File: config.mk
export PLATFORM = sky130hd
export DESIGN_NAME = tar_archive_entry_extractor
export DESIGN_NICKNAME = d
export VERILOG_FILES = /design/src/hdl/tae_pkg.sv /design/src/hdl/tar_archive_entry_extractor.sv /design/src/hdl/tae_name_store.sv /design/src/hdl/tae_parser.sv
export SDC_FILE = /design/constraint.sdc
export NUM_CORES = 2
export LEC_CHECK = 0
export ABC_AREA = 1
export BUFFER_PORTS_ARGS = -buffer_cell sky130_fd_sc_hd__buf_2
export CORE_MARGIN = 4
export CORE_UTILIZATION = 45
export CTS_CLUSTER_SIZE = 40
export DETAILED_ROUTE_END_ITERATION = 16
export SLEW_MARGIN = 20
export SYNTH_ARGS = -nofsm -noshare
export SYNTH_HDL_FRONTEND = slang
export SYNTH_HIERARCHICAL = 1
export SYNTH_SLANG_ARGS = --single-unit
File: constraint.sdc
create_clock -name aclk -period 9.85 [get_ports aclk]
set_clock_uncertainty 0.15 [all_clocks]
set_input_delay 0.4925 -clock aclk [delete_from_list [all_inputs] [get_ports aclk]]
set_output_delay 0.4925 -clock aclk [all_outputs]
set_load 0.1 [all_outputs]
File: src/hdl/tae_pkg.sv
// ----------------------------------------------------------------------------
// tae_pkg: shared types and constants of the tar entry extractor
// Header field offsets, phase encoding, result codes and the result struct.
// ----------------------------------------------------------------------------
package tae_pkg;

    localparam int BLOCK_BYTES  = 512;
    localparam int NAME_BYTES   = 100;
    localparam int SIZE_DIGITS  = 12;
    localparam int SIZE_AT      = 124;
    localparam int TYPE_AT      = 156;
    localparam int NAME_WORDS   = 13;

    localparam int LEN_W   = 40;
    localparam int SIZE_W  = 36;
    localparam int POS_W   = 9;
    localparam int NCNT_W  = 7;
    localparam int WIDX_W  = 4;
    localparam int BYTE_W  = 8;
    localparam int WORD_W  = 64;

    localparam logic [POS_W-1:0]  LAST_POS   = POS_W'(BLOCK_BYTES - 1);
    localparam logic [WIDX_W-1:0] LAST_WORD  = WIDX_W'(NAME_WORDS - 1);
    localparam logic [7:0]        CHAR_ZERO  = 8'h30;
    localparam logic [7:0]        CHAR_SPACE = 8'h20;

    // parse phase
    typedef enum logic [1:0] {
        PH_HEADER = 2'd0,
        PH_DATA   = 2'd1,
        PH_PAD    = 2'd2,
        PH_DONE   = 2'd3
    } phase_t;

    // result kinds
    localparam logic [1:0] KIND_NAME = 2'd0;
    localparam logic [1:0] KIND_DATA = 2'd1;
    localparam logic [1:0] KIND_END  = 2'd2;

    // end causes
    localparam logic [1:0] CAUSE_ZERO_HDR = 2'd0;
    localparam logic [1:0] CAUSE_OVERRUN  = 2'd1;
    localparam logic [1:0] CAUSE_SHORT    = 2'd2;

    typedef struct packed {
        logic [1:0]        kind;
        logic [WORD_W-1:0] word;
        logic [WIDX_W-1:0] widx;
        logic [NCNT_W-1:0] nlen;
        logic [SIZE_W-1:0] size;
        logic [BYTE_W-1:0] fbyte;
        logic              last;
        logic [1:0]        cause;
    } res_t;

    // name byte write request
    typedef struct packed {
        logic              en;
        logic [NCNT_W-1:0] addr;
        logic [BYTE_W-1:0] data;
    } nwr_t;

endpackage

File: src/hdl/tar_archive_entry_extractor.sv
// ----------------------------------------------------------------------------
// tar_archive_entry_extractor: streaming tar entry extractor
// Parses a tar archive byte stream and emits name words, file data bytes
// and an end marker.
// ----------------------------------------------------------------------------
//  channel   | direction | payload
//  s_*       | in        | tdata[7:0] archive byte
//  m_*       | out       | tdata name word/index/length/size/byte/cause,
//            |           | tuser result kind, tlast entry last
//  cfg_*     | in        | data[39:0] archive length
//
//  One archive byte is taken per cycle while the parser is not stalled; each
//  byte passes an input register, the parser and a result register.
//  After the final byte of a regular file's header, input is held while the
//  name words leave one per cycle as m_tready allows, and for a deferred end marker.
//  A held result with m_tready low stalls the parser; the input register still takes one byte.
//  Reset is synchronous on aresetn low and needs no clearing pass.
// ----------------------------------------------------------------------------
module tar_archive_entry_extractor (
    input  logic         aclk,
    input  logic         aresetn,
    input  logic         s_tvalid,
    output logic         s_tready,
    input  logic [7:0]   s_tdata,   // [7:0] archive_byte
    output logic         m_tvalid,
    input  logic         m_tready,
    output logic [127:0] m_tdata,   // [63:0] name_word, [67:64] name_word_index,
                                    // [74:68] name_length, [110:75] entry_size,
                                    // [118:111] file_byte, [120:119] end_cause, rest 0
    output logic [1:0]   m_tuser,   // [1:0] result_kind
    output logic         m_tlast,   // entry_last
    input  logic         cfg_valid,
    output logic         cfg_ready,
    input  logic [39:0]  cfg_data   // archive_length
);

    logic [tae_pkg::LEN_W-1:0]   len_reg;
    logic                        in_valid_reg;
    logic [7:0]                  in_byte_reg;
    logic                        m_valid_reg;
    tae_pkg::res_t               m_res_reg;

    logic                        out_ready;
    logic                        consume;
    logic                        res_valid;
    tae_pkg::res_t               res;
    tae_pkg::nwr_t               name_wr;
    logic [tae_pkg::WIDX_W-1:0]  name_rd_idx;
    logic [tae_pkg::WORD_W-1:0]  name_rd_word;

    assign cfg_ready = 1'b1;
    assign out_ready = !m_valid_reg || m_tready;
    assign s_tready  = !in_valid_reg || consume;

    // hold the archive length
    always_ff @(posedge aclk) begin
        if (!aresetn) begin
            len_reg <= '0;
        end else if (cfg_valid && cfg_ready) begin
            len_reg <= cfg_data;
        end
    end

    // input register: load on request, drop when consumed
    always_ff @(posedge aclk) begin
        if (!aresetn) begin
            in_valid_reg <= 1'b0;
        end else if (s_tvalid && s_tready) begin
            in_valid_reg <= 1'b1;
        end else if (consume) begin
            in_valid_reg <= 1'b0;
        end
    end

    always_ff @(posedge aclk) begin
        if (s_tvalid && s_tready) begin
            in_byte_reg <= s_tdata;
        end
    end

    // result register
    always_ff @(posedge aclk) begin
        if (!aresetn) begin
            m_valid_reg <= 1'b0;
        end else if (res_valid) begin
            m_valid_reg <= 1'b1;
        end else if (m_tready) begin
            m_valid_reg <= 1'b0;
        end
    end

    always_ff @(posedge aclk) begin
        if (res_valid) begin
            m_res_reg <= res;
        end
    end

    tae_parser u_parser (
        .aclk           (aclk),
        .aresetn        (aresetn),
        .archive_length (len_reg),
        .in_valid       (in_valid_reg),
        .in_byte        (in_byte_reg),
        .out_ready      (out_ready),
        .consume        (consume),
        .res_valid      (res_valid),
        .res            (res),
        .name_wr        (name_wr),
        .name_rd_idx    (name_rd_idx),
        .name_rd_word   (name_rd_word)
    );

    tae_name_store u_name_store (
        .aclk    (aclk),
        .wr      (name_wr),
        .rd_idx  (name_rd_idx),
        .rd_word (name_rd_word)
    );

    // pack the result
    assign m_tvalid = m_valid_reg;
    assign m_tuser  = m_res_reg.kind;
    assign m_tlast  = m_res_reg.last;
    assign m_tdata  = {7'd0, m_res_reg.cause, m_res_reg.fbyte, m_res_reg.size,
                       m_res_reg.nlen, m_res_reg.widx, m_res_reg.word};

endmodule

File: src/hdl/tae_name_store.sv
// ----------------------------------------------------------------------------
// tae_name_store: name byte store
// Thirteen 64-bit words written one byte lane at a time. The word for the
// next cycle is read into a register.
// ----------------------------------------------------------------------------
module tae_name_store (
    input  logic                         aclk,
    input  tae_pkg::nwr_t                wr,
    input  logic [tae_pkg::WIDX_W-1:0]   rd_idx,
    output logic [tae_pkg::WORD_W-1:0]   rd_word
);

    logic [tae_pkg::WORD_W-1:0] mem_reg [tae_pkg::NAME_WORDS];
    logic [tae_pkg::WORD_W-1:0] rd_word_reg;

    // write one byte lane of the addressed word
    always_ff @(posedge aclk) begin
        if (wr.en) begin
            mem_reg[wr.addr[tae_pkg::NCNT_W-1:3]][wr.addr[2:0]*8 +: 8] <= wr.data;
        end
    end

    // fetch the word emitted next cycle; an index past the last word reads zero
    always_ff @(posedge aclk) begin
        if (rd_idx <= tae_pkg::LAST_WORD) begin
            rd_word_reg <= mem_reg[rd_idx];
        end else begin
            rd_word_reg <= '0;
        end
    end

    assign rd_word = rd_word_reg;

endmodule

File: src/hdl/tae_parser.sv
// ----------------------------------------------------------------------------
// tae_parser: tar header and entry parser
// Steps one archive byte per cycle when not stalled, tracks header fields,
// emits name words, data bytes and the end marker one per ready output cycle.
// ----------------------------------------------------------------------------
module tae_parser (
    input  logic                        aclk,
    input  logic                        aresetn,
    input  logic [tae_pkg::LEN_W-1:0]   archive_length,
    input  logic                        in_valid,
    input  logic [7:0]                  in_byte,
    input  logic                        out_ready,
    output logic                        consume,
    output logic                        res_valid,
    output tae_pkg::res_t               res,
    output tae_pkg::nwr_t               name_wr,
    output logic [tae_pkg::WIDX_W-1:0]  name_rd_idx,
    input  logic [tae_pkg::WORD_W-1:0]  name_rd_word
);

    tae_pkg::phase_t              phase_reg, phase_next;
    logic [tae_pkg::LEN_W-1:0]    off_reg, off_next;
    logic [tae_pkg::POS_W-1:0]    pos_reg, pos_next;
    logic [tae_pkg::NCNT_W-1:0]   cnt_reg, cnt_next;
    logic                         closed_reg, closed_next;
    logic [tae_pkg::SIZE_W-1:0]   acc_reg, acc_next;
    logic                         stop_reg, stop_next;
    logic [7:0]                   typ_reg, typ_next;
    logic                         hz_reg, hz_next;
    logic [tae_pkg::SIZE_W-1:0]   rem_reg, rem_next;
    logic [tae_pkg::POS_W-1:0]    pad_reg, pad_next;
    logic                         regf_reg, regf_next;
    logic                         burst_reg, burst_next;
    logic [tae_pkg::WIDX_W-1:0]   widx_reg, widx_next;
    logic [tae_pkg::NCNT_W-1:0]   blen_reg, blen_next;
    logic                         endp_reg, endp_next;
    logic [1:0]                   cause_reg, cause_next;

    logic                         pending;
    logic                         emit_burst;
    logic                         emit_endp;
    logic [tae_pkg::LEN_W-1:0]    off_p1;
    logic [tae_pkg::LEN_W:0]      hdr_room;
    logic [tae_pkg::LEN_W+1:0]    entry_end;
    logic [tae_pkg::LEN_W:0]      next_hdr_end;
    logic [tae_pkg::LEN_W:0]      zero_size_end;
    logic                         is_octal;
    logic                         hdr_regular;
    logic                         data_last;
    logic [tae_pkg::POS_W-1:0]    pad_dec;
    logic [tae_pkg::WORD_W-1:0]   masked_word;

    assign pending    = burst_reg || endp_reg;
    assign consume    = in_valid && !pending && out_ready;
    assign emit_burst = burst_reg && out_ready;
    assign emit_endp  = !burst_reg && endp_reg && out_ready;

    assign off_p1        = off_reg + 1'b1;
    assign hdr_room      = {1'b0, off_reg} + (tae_pkg::LEN_W+1)'(tae_pkg::BLOCK_BYTES);
    assign next_hdr_end  = {1'b0, off_p1} +
                           {(tae_pkg::LEN_W+1-tae_pkg::POS_W)'(1'b1), pad_reg};
    assign zero_size_end = {1'b0, off_p1} + (tae_pkg::LEN_W+1)'(tae_pkg::BLOCK_BYTES);
    assign is_octal      = (in_byte[7:3] == tae_pkg::CHAR_ZERO[7:3]);
    assign data_last     = (rem_reg <= tae_pkg::SIZE_W'(1));
    assign pad_dec       = pad_reg - tae_pkg::POS_W'(pad_reg != '0);

    // fetch the name word that is emitted in the next cycle
    assign name_rd_idx   = widx_next;

    // zero the bytes past the name length
    always_comb begin
        masked_word = name_rd_word;
        for (int b = 0; b < 8; b++) begin
            if ({widx_reg, 3'(b)} >= blen_reg) begin
                masked_word[b*8 +: 8] = 8'h00;
            end
        end
    end

    // state update and result selection
    always_comb begin
        phase_next  = phase_reg;
        off_next    = off_reg;
        pos_next    = pos_reg;
        cnt_next    = cnt_reg;
        closed_next = closed_reg;
        acc_next    = acc_reg;
        stop_next   = stop_reg;
        typ_next    = typ_reg;
        hz_next     = hz_reg;
        rem_next    = rem_reg;
        pad_next    = pad_reg;
        regf_next   = regf_reg;
        burst_next  = burst_reg;
        widx_next   = widx_reg;
        blen_next   = blen_reg;
        endp_next   = endp_reg;
        cause_next  = cause_reg;
        res_valid   = 1'b0;
        res         = '0;
        name_wr     = '0;
        hdr_regular = 1'b0;
        entry_end   = '0;

        if (emit_burst) begin
            // emit one name word
            res_valid = 1'b1;
            res.kind  = tae_pkg::KIND_NAME;
            res.word  = masked_word;
            res.widx  = widx_reg;
            res.nlen  = blen_reg;
            res.size  = rem_reg;
            res.last  = (widx_reg == tae_pkg::LAST_WORD) && (rem_reg == '0);
            widx_next = widx_reg + 1'b1;
            if (widx_reg == tae_pkg::LAST_WORD) begin
                burst_next = 1'b0;
            end
        end else if (emit_endp) begin
            // emit the deferred end marker
            res_valid = 1'b1;
            res.kind  = tae_pkg::KIND_END;
            res.cause = cause_reg;
            endp_next = 1'b0;
        end else if (consume) begin
            unique case (phase_reg)
                tae_pkg::PH_HEADER: begin
                    if (pos_reg == '0 && hdr_room > {1'b0, archive_length}) begin
                        // drop the byte, no room for a header
                        res_valid  = 1'b1;
                        res.kind   = tae_pkg::KIND_END;
                        res.cause  = tae_pkg::CAUSE_SHORT;
                        phase_next = tae_pkg::PH_DONE;
                    end else begin
                        if (in_byte != 8'h00) begin
                            hz_next = 1'b0;
                        end
                        // collect the name
                        if (pos_reg < tae_pkg::POS_W'(tae_pkg::NAME_BYTES) && !closed_reg) begin
                            if (in_byte == 8'h00) begin
                                closed_next = 1'b1;
                            end else if (cnt_reg < tae_pkg::NCNT_W'(tae_pkg::NAME_BYTES)) begin
                                name_wr.en   = 1'b1;
                                name_wr.addr = cnt_reg;
                                name_wr.data = in_byte;
                                cnt_next     = cnt_reg + 1'b1;
                            end
                        end
                        // decode the octal size
                        if (pos_reg >= tae_pkg::POS_W'(tae_pkg::SIZE_AT) &&
                            pos_reg < tae_pkg::POS_W'(tae_pkg::SIZE_AT + tae_pkg::SIZE_DIGITS) &&
                            !stop_reg) begin
                            if (in_byte == 8'h00 || in_byte == tae_pkg::CHAR_SPACE) begin
                                stop_next = 1'b1;
                            end else if (is_octal) begin
                                acc_next = {acc_reg[tae_pkg::SIZE_W-4:0], in_byte[2:0]};
                            end
                        end
                        if (pos_reg == tae_pkg::POS_W'(tae_pkg::TYPE_AT)) begin
                            typ_next = in_byte;
                        end
                        off_next = off_p1;
                        pos_next = pos_reg + 1'b1;

                        // header complete
                        if (pos_reg == tae_pkg::LAST_POS) begin
                            entry_end   = {2'b00, off_p1} + (tae_pkg::LEN_W+2)'(acc_next);
                            hdr_regular = (typ_next == 8'h00) || (typ_next == tae_pkg::CHAR_ZERO);
                            if (hz_next) begin
                                res_valid  = 1'b1;
                                res.kind   = tae_pkg::KIND_END;
                                res.cause  = tae_pkg::CAUSE_ZERO_HDR;
                                phase_next = tae_pkg::PH_DONE;
                            end else if (entry_end > {2'b00, archive_length}) begin
                                res_valid  = 1'b1;
                                res.kind   = tae_pkg::KIND_END;
                                res.cause  = tae_pkg::CAUSE_OVERRUN;
                                phase_next = tae_pkg::PH_DONE;
                            end else begin
                                regf_next = hdr_regular;
                                rem_next  = acc_next;
                                pad_next  = tae_pkg::POS_W'(-acc_next[tae_pkg::POS_W-1:0]);
                                blen_next = cnt_next;
                                if (hdr_regular) begin
                                    burst_next = 1'b1;
                                    widx_next  = '0;
                                end
                                if (acc_next == '0) begin
                                    if (zero_size_end > {1'b0, archive_length}) begin
                                        phase_next = tae_pkg::PH_DONE;
                                        if (hdr_regular) begin
                                            endp_next  = 1'b1;
                                            cause_next = tae_pkg::CAUSE_SHORT;
                                        end else begin
                                            res_valid = 1'b1;
                                            res.kind  = tae_pkg::KIND_END;
                                            res.cause = tae_pkg::CAUSE_SHORT;
                                        end
                                    end else begin
                                        phase_next  = tae_pkg::PH_HEADER;
                                        pos_next    = '0;
                                        cnt_next    = '0;
                                        closed_next = 1'b0;
                                        acc_next    = '0;
                                        stop_next   = 1'b0;
                                        typ_next    = '0;
                                        hz_next     = 1'b1;
                                    end
                                end else begin
                                    phase_next = tae_pkg::PH_DATA;
                                end
                            end
                        end
                    end
                end
                tae_pkg::PH_DATA: begin
                    off_next = off_p1;
                    rem_next = rem_reg - tae_pkg::SIZE_W'(rem_reg != '0);
                    if (regf_reg) begin
                        res_valid = 1'b1;
                        res.kind  = tae_pkg::KIND_DATA;
                        res.fbyte = in_byte;
                        res.last  = data_last;
                    end
                    // entry done: skip padding or end
                    if (data_last) begin
                        if (next_hdr_end > {1'b0, archive_length}) begin
                            phase_next = tae_pkg::PH_DONE;
                            if (regf_reg) begin
                                endp_next  = 1'b1;
                                cause_next = tae_pkg::CAUSE_SHORT;
                            end else begin
                                res_valid = 1'b1;
                                res.kind  = tae_pkg::KIND_END;
                                res.cause = tae_pkg::CAUSE_SHORT;
                            end
                        end else if (pad_reg != '0) begin
                            phase_next = tae_pkg::PH_PAD;
                        end else begin
                            phase_next  = tae_pkg::PH_HEADER;
                            pos_next    = '0;
                            cnt_next    = '0;
                            closed_next = 1'b0;
                            acc_next    = '0;
                            stop_next   = 1'b0;
                            typ_next    = '0;
                            hz_next     = 1'b1;
                        end
                    end
                end
                tae_pkg::PH_PAD: begin
                    off_next = off_p1;
                    pad_next = pad_dec;
                    if (pad_dec == '0) begin
                        phase_next  = tae_pkg::PH_HEADER;
                        pos_next    = '0;
                        cnt_next    = '0;
                        closed_next = 1'b0;
                        acc_next    = '0;
                        stop_next   = 1'b0;
                        typ_next    = '0;
                        hz_next     = 1'b1;
                    end
                end
                tae_pkg::PH_DONE: begin
                    // drop every byte after the end
                end
                default: begin
                    phase_next = tae_pkg::PH_DONE;
                end
            endcase
        end
    end

    // state registers
    always_ff @(posedge aclk) begin
        if (!aresetn) begin
            phase_reg  <= tae_pkg::PH_HEADER;
            off_reg    <= '0;
            pos_reg    <= '0;
            cnt_reg    <= '0;
            closed_reg <= 1'b0;
            acc_reg    <= '0;
            stop_reg   <= 1'b0;
            typ_reg    <= '0;
            hz_reg     <= 1'b1;
            rem_reg    <= '0;
            pad_reg    <= '0;
            regf_reg   <= 1'b0;
            burst_reg  <= 1'b0;
            widx_reg   <= '0;
            blen_reg   <= '0;
            endp_reg   <= 1'b0;
            cause_reg  <= '0;
        end else begin
            phase_reg  <= phase_next;
            off_reg    <= off_next;
            pos_reg    <= pos_next;
            cnt_reg    <= cnt_next;
            closed_reg <= closed_next;
            acc_reg    <= acc_next;
            stop_reg   <= stop_next;
            typ_reg    <= typ_next;
            hz_reg     <= hz_next;
            rem_reg    <= rem_next;
            pad_reg    <= pad_next;
            regf_reg   <= regf_next;
            burst_reg  <= burst_next;
            widx_reg   <= widx_next;
            blen_reg   <= blen_next;
            endp_reg   <= endp_next;
            cause_reg  <= cause_next;
        end
    end

    // the name word burst closes after the last word
    a_burst_close: assert property (@(posedge aclk) disable iff (!aresetn)
        (emit_burst && widx_reg == tae_pkg::LAST_WORD) |=> !burst_reg)
        else $error("name burst did not close after last word");

    a_widx_range: assert property (@(posedge aclk) disable iff (!aresetn)
        burst_reg |-> (widx_reg <= tae_pkg::LAST_WORD))
        else $error("name word index out of range");

    a_done_sticky: assert property (@(posedge aclk) disable iff (!aresetn)
        (phase_reg == tae_pkg::PH_DONE) |=> (phase_reg == tae_pkg::PH_DONE))
        else $error("parser left the finished phase");

    a_name_count: assert property (@(posedge aclk) disable iff (!aresetn)
        cnt_reg <= tae_pkg::NCNT_W'(tae_pkg::NAME_BYTES))
        else $error("name count beyond name field");

    a_pad_nonzero: assert property (@(posedge aclk) disable iff (!aresetn)
        (phase_reg == tae_pkg::PH_PAD) |-> (pad_reg != '0))
        else $error("pad phase with nothing to skip");

endmodule
# After elaboration in Yosys (flattened, before gate mapping)
# Memory sizes are Yosys's and may differ from the RTL's. A register that Yosys moved wholly into a read port is not among the register bits.
# Cells that the tools add are included.
# word_totals
mem_bits_ro	0
in_bits	53
mem_bits_rw	832
output_inout_bits	134
register_bits	340
memories	1
word_cells	402
latchBits	0
# classes
shifts	2
mux	222
bitwise	8
reduce_logical	65
eq_ne	37
div_mod_pow	0
n_mul	0
order_cmp	18
add_sub_neg	12
# mem_list
memory	depth	word_bits	rd	rd_clocked_by_memory_dff	write_ports	line	source
u_name_store.mem_reg	13	64	1	1	1	tae_name_store.sv:13	logic [tae_pkg::WORD_W-1:0] mem_reg [tae_pkg::NAME_WORDS];
# ops
cell	n
$mux W36	22
$mux W16	8
$mux W8	16
$mux W9	14
$gt A41 B40 Y1	3
$pmux W36 S3	1
$mux W7	13
$add A40 B10 Y41 const B	2
$mux W1	81
$mux W2	40
$pmux W40 S2	1
$logic_not A36 Y1	2
$pmux W36 S2	1
$mux W64	1
$shift A8 B34 Y64 const A	1
$shiftx A8 B34 Y64	1
$ge A7 B7 Y1	8
$gt A42 B40 Y1	1
$add A40 B10 Y41	1
$add A40 B36 Y41	1
$add A40 B1 Y40 const B	1
$mux W40	1
$le A36 B1 Y1 const B	1
$mux W4	9
53 further kinds	134

# Depth between registers and ports, before layout
# depth
word_depth	22
mapped_depth	51
mapped_depth_nobuf	45

# By module
# The synthesis kept the hierarchy.
# modules_own_cells
module	n_inst	cells_per_inst	area_per_inst_um2	seq_area_each_um2
tae_name_store	1	3137	35759.3	26265.2
tae_parser	1	3235	19548.7	3303.2
tar_archive_entry_extractor	1	327	5512.8	4804.6

# Worst setup path after synthesis
# Ideal clock, no wire load.
# synth_path
kind	reg2reg
start	reg u_parser/pos_reg[5] in the netlist's numbering
end	reg m_res_reg (netlist bit m_tdata[0]), enable pin
stages_incl_launch_ff	40
t_required_ns	9.211
path_slack_ns	1.665
period_less_slack_ns	8.185
setup_ns	0.489
arrival_time_ns	7.546
n_path_buf	2
path_cell_list	dfxtp_1 nand2_1 nor3_2 nand2_1 nand2_1 nand3_2 clkbuf_1 buf_2 o21ai_2 ha_1 nand2_1 inv_1 a21oi_1 o21ai_0 a21boi_0 o21bai_1 a21oi_1 o21ai_0 [... 4 more ...] nand2_1 nor3_1 nand2_1 nand2_1 nand2_1 nand2_1 nand2_1 nand2_1 nand2_1 nand2_1 nand2_1 nand2_2 nor2_1 nand2_1 nand2_1 nand2_1 nand2_1 nand2_1
# synth_via
elab_chain_len	20
word_cells_on_any_way	37
cone_classes	1 x add/sub; 3 x order compare; 3 x eq/ne; 23 x mux; 7 x reduce/logical
# synth_rtl
element	line	source
start, declared	tae_parser.sv:23	logic [tae_pkg::POS_W-1:0] pos_reg, pos_next;
start signal, assigned	tae_parser.sv:297	pos_reg <= pos_next;
branches (longest 15 deep; another with $gt A42 B40 Y1)	-	
$mux W1 *	tae_parser.sv:127	if (pos_reg == '0 && hdr_room > {1'b0, archive_length}) begin
$pmux W1 S2 *	tae_parser.sv:125	unique case (phase_reg)
$mux W1 *	tae_parser.sv:124	end else if (consume) begin
$mux W1 *	tae_parser.sv:118	end else if (emit_endp) begin
$mux W1 *	tae_parser.sv:105	if (emit_burst) begin
net res_valid	tar_archive_entry_extractor.sv:45	logic res_valid;
end signal, assigned	tar_archive_entry_extractor.sv:94	m_res_reg <= res;
end, declared	tar_archive_entry_extractor.sv:41	tae_pkg::res_t m_res_reg;
# Mark *: on every way through the listed nets, which the timed path passes. The select of a mux whose other input is x is not followed.
# A chain may end at the register's enable or synchronous reset.

# Worst setup path in the final report
# layout_path
start	reg u_parser/pos_reg[5] in the netlist's numbering
end	reg u_name_store.rd_word_reg (netlist bit u_name_store/rd_word[10]), read port of u_name_store.mem_reg
# layout_via
elab_chain_len	21
word_cells_on_any_way	36
cone_classes	1 x add/sub; 4 x order compare; 3 x eq/ne; 21 x mux; 7 x reduce/logical
# layout_rtl
element	line	source
$ge A9 B7 Y1 / $lt A9 B8 Y1 (equally long branches)	tae_parser.sv:149, tae_parser.sv:150	
$logic_and A1 B1 Y1	tae_parser.sv:149	if (pos_reg >= tae_pkg::POS_W'(tae_pkg::SIZE_AT) &&
$logic_and A1 B1 Y1	tae_parser.sv:150	pos_reg < tae_pkg::POS_W'(tae_pkg::SIZE_AT + tae_pkg::SIZE_DIGITS) &&
$mux W36	tae_parser.sv:149	
$mux W36	tae_parser.sv:127	
$mux W36	tae_parser.sv:125	
$mux W36	tae_parser.sv:124	
$mux W36	tae_parser.sv:118	
[... 6 more ...]	-	
$mux W4 *	tae_parser.sv:127	
$mux W4 *	tae_parser.sv:125	
$mux W4 *	tae_parser.sv:124	
$mux W4 *	tae_parser.sv:118	
$mux W4 *	tae_parser.sv:105	
net name_rd_idx (one bit)	tar_archive_entry_extractor.sv:48	logic [tae_pkg::WIDX_W-1:0] name_rd_idx;
$le A4 B4 Y1	tae_name_store.sv:25	if (rd_idx <= tae_pkg::LAST_WORD) begin
$logic_not A1 Y1 (no line)	-	
end, declared	tae_name_store.sv:14	logic [tae_pkg::WORD_W-1:0] rd_word_reg;
# Mark *: on every way through the listed nets, which the timed path passes. The rest lies on a longest branch. The select of a mux whose other input is x is not followed.

==> key figures <==
Status
  • Status: complete, no violations

Detailed routing
  • Residual DRC: 0
  • Post-route antenna net violation count: 0
  • DR vias: 47300
  • DRT Pass-1 Iters: 6
  • Wirelength per Cell: 21.6 µm
  • Iter 0 DRT Violations: 4473
  • Post-Route WL: 189 mm
  • Vias per cell: 5.41

Cells and area
  • Max FFs per register: 832
  • Final instance area: 68200 µm²
  • Most frequent cells in the layout: 1383 x nand2_1, 1155 x nor2_1, 964 x edfxtp_1, 646 x inv_1, 382 x o21ai_0
  • Area Growth Syn to Fin: 12.1%
  • Layout Nets: 7144
  • Share of cells above drive strength 1: 8.02%
  • Most common cell after layout, fill and taps aside: nand2_1
  • FILL cells: 12400

Critical path
  • Worst reg2reg startpoint: u_parser/pos_reg[5]
  • Worst path slowest cell: buf_12
  • Crit path top cell by count: nand2_1
  • Critical Path Start Type: flip-flop
  • Required time of the critical path: 10400 ps
  • CP Max Fanout: 104
  • Max stage delay on crit path: 470 ps
  • Kind of critical path: reg2reg
  • Worst path arrival time: 9370 ps
  • Critical Path Source: u_parser/pos_reg[5]
  • Worst Setup End Kind: flip-flop

Synthesis
  • Post-synth ARST share: 0%
  • Seq/Total Area, Yosys: 56.5%
  • Predominant post-synthesis flop cell: edfxtp_1
  • Post-synthesis cell count: 6699
  • Count of state elements after synthesis: 1235
  • Post-synth EDFFs: 964
  • Syn avg cell area: 9.08 µm²
  • Synthesized area: 60800 µm²
  • Synth warn: 6
  • Yosys cell types: 62

STA
  • Setup-violating endpoint count in the final report: 0
  • RSZ-0062 raised after global routing: no
  • Worst-Margin Slew: 1260 ps
  • Final min period: 8820 ps
  • Final Hold Vio Count: 0
  • Pins Over Slew Limit: 0
  • Relative slew slack: 15.4%
  • Fmax: 0.113 GHz
  • Post-route clock period utilization: 89.5%
  • Total Neg Setup Slack: 0 ps

Clock network
  • CTS tree: built
  • Reg clk slew, reported paths: 70 ps
  • H-tree depth: 4
  • CTS Buffer Depth: 3
  • CTS Sinks: 1235
  • Worst-skew pair later-pin latency: 780 ps
  • Num CTS Buffers: 138
  • CTS Root Cell: clkbuf_16

Placement
  • Routability cong.: 0.953
  • Port bufs: 178
  • Area after DPL: 63300 µm²
  • Dpl hpwl: 127 mm

Power
  • Combinational group share of total power: 27.0%
  • Sw Share: 34.5%
  • Flop pwr share: 39.9%
  • Power per cell area: 220 nW/µm²
  • Leakage: 27.4 nW
  • Clk pwr share: 33.1%
  • P_int: 9.82 mW
  • Worst VDD drop: 0.154 mV
  • Switching pwr: 5.17 mW

Floorplanning
  • Top Ports: 187
  • Initial core utilization: 45.5%
  • Die Span Y: 376 µm
  • Core area: 134000 µm²
  • Row count: 134
  • Die area: 141000 µm²
  • Die width: 376 µm

GRT
  • Vias in the first global route: 44800
  • Largest net degree at the start of global routing: 162
  • Initial antenna violation count: 1
  • First-pass GRT wire length: 282 mm
  • Total gr overflow: 0
  • All-Layer GR Usage: 26.1%

Job
  • Max Cap Viol: 0

Worst hold path
  • HP Class: in2reg
  • Hold_sp: m_tready
power groups by stage:
stage / combinational (mW) / clock, mW / sequential [mW]
6_report: 4.05 / 4.96 / 5.98
5_1_grt: 4.50 / 5.28 / 6.00
4_1_cts: 4.01 / 5.06 / 5.98
3_5_place_dp: 3.97 / 0 / 6.08
3_3_place_gp: 3.93 / 0 / 6.08
2_1_floorplan: 2.62 / 0 / 6.34
through the flow:
step / utilization (%) / worst slack (ps) / cells / power (mW) / hold WS (ps)
2_1_floorplan: - / 1670 / 6705 / 8.96 / 281
6_report: 51.0 / 1030 / 8739 / 15.0 / 122
3_3_place_gp: 47.3 / 1060 / 8436 / 10.0 / 298
4_1_cts: 50.9 / 986 / 8737 / 15.0 / 73.4
5_1_grt: 51.0 / 30.5 / 8737 / 15.8 / 151
3_5_place_dp: 47.3 / 1040 / 8436 / 10.1 / 301
critical path, delay by kind of cell (launching register included):
kind	cells	cell delay [ps]
xor+xnor	1	200
fa+ha+maj	2	690
buf+inv	4	1430
compound gates	12	2800
simple gates	24	2870
flops	1	390
logic make-up after synthesis:
logic type,Yosys count,share of synthesized area (%)
simple gates,3218,22.0
compound gates,858,7.33
flops,1235,56.5
other cells,2,0.0123
mux,4,0.0699
buf+inv,960,6.45
xor+xnor,188,2.76
fa+ha+maj,234,4.84
synth_stat cells (5+ instances only):
cell type  count  area share (%)
nand4_1      139             1.4
nand3b_1       5           0.062
nand3_1      352             2.9
o21ai_0      382             3.1
dfxtp_1      271             8.9
a21oi_1      371             3.1
o21a_1         9            0.11
a211oi_1       7           0.086
buf_6         16            0.30
inv_2         18            0.11
nor2_4        13            0.24
xor2_1       168             2.4
nor3_1        82            0.67
buf_2         95            0.78
nand3_2       10            0.16
nand2_2       15            0.15
clkinv_1       6           0.037
nor3_2         8            0.13
a21o_1         9            0.11
nor4_1        16            0.16
buf_1         31            0.19
a31oi_1       10            0.10
nor2_1      1161             7.2
clkbuf_1     121            0.75
nor2_2        11            0.11
edfxtp_1     964              48
buf_4         16            0.20
inv_1        649             4.0
xnor2_1       16            0.23
ha_1         232             4.8
o21ai_1       41            0.34
nand2_1     1389             8.6
per-layer routing:
layer  track usage, %  vias to the layer above  share of wire, %
met5                0                        -                 0
met4             9.88                        0               3.9
met3             3.72                      365               6.2
met2             43.9                     1690                48
met1             34.4                    22600                42
li1                 -                    22600                 -
cell type report:
class | count | area (µm²) | area share (%)
Antenna cell | 2 | 5.00 | 0.00734
Clock buffer | 186 | 3810 | 5.59
Clock inverter | 66 | 543 | 0.796
Inverter | 673 | 2540 | 3.72
Multi-Input combinational cell | 4510 | 22600 | 33.2
Sequential cell | 1235 | 34400 | 50.4
Tap cell | 1768 | 2210 | 3.24
Timing Repair Buffer | 299 | 2070 | 3.03
final timing paths:
check	endpoint	slack, ps	cells after the start
worst max register to register	u_name_store/rd_word[10]	1030	43
worst max-delay path	u_name_store/rd_word[10]	1030	43
worst min-delay path	m_tvalid	120	4
worst min register to register	u_parser/cause_reg[1]	310	2
repair_timing:
action | CTS | global route
endpoints found under the hold margin | 49 | 0
setup buffers | 0 | 0
setup endpoints to repair | 0 | 1
gates resized for setup | 0 | 1
hold buffers | 49 | 0
Power figures use the tool's default switching activity.
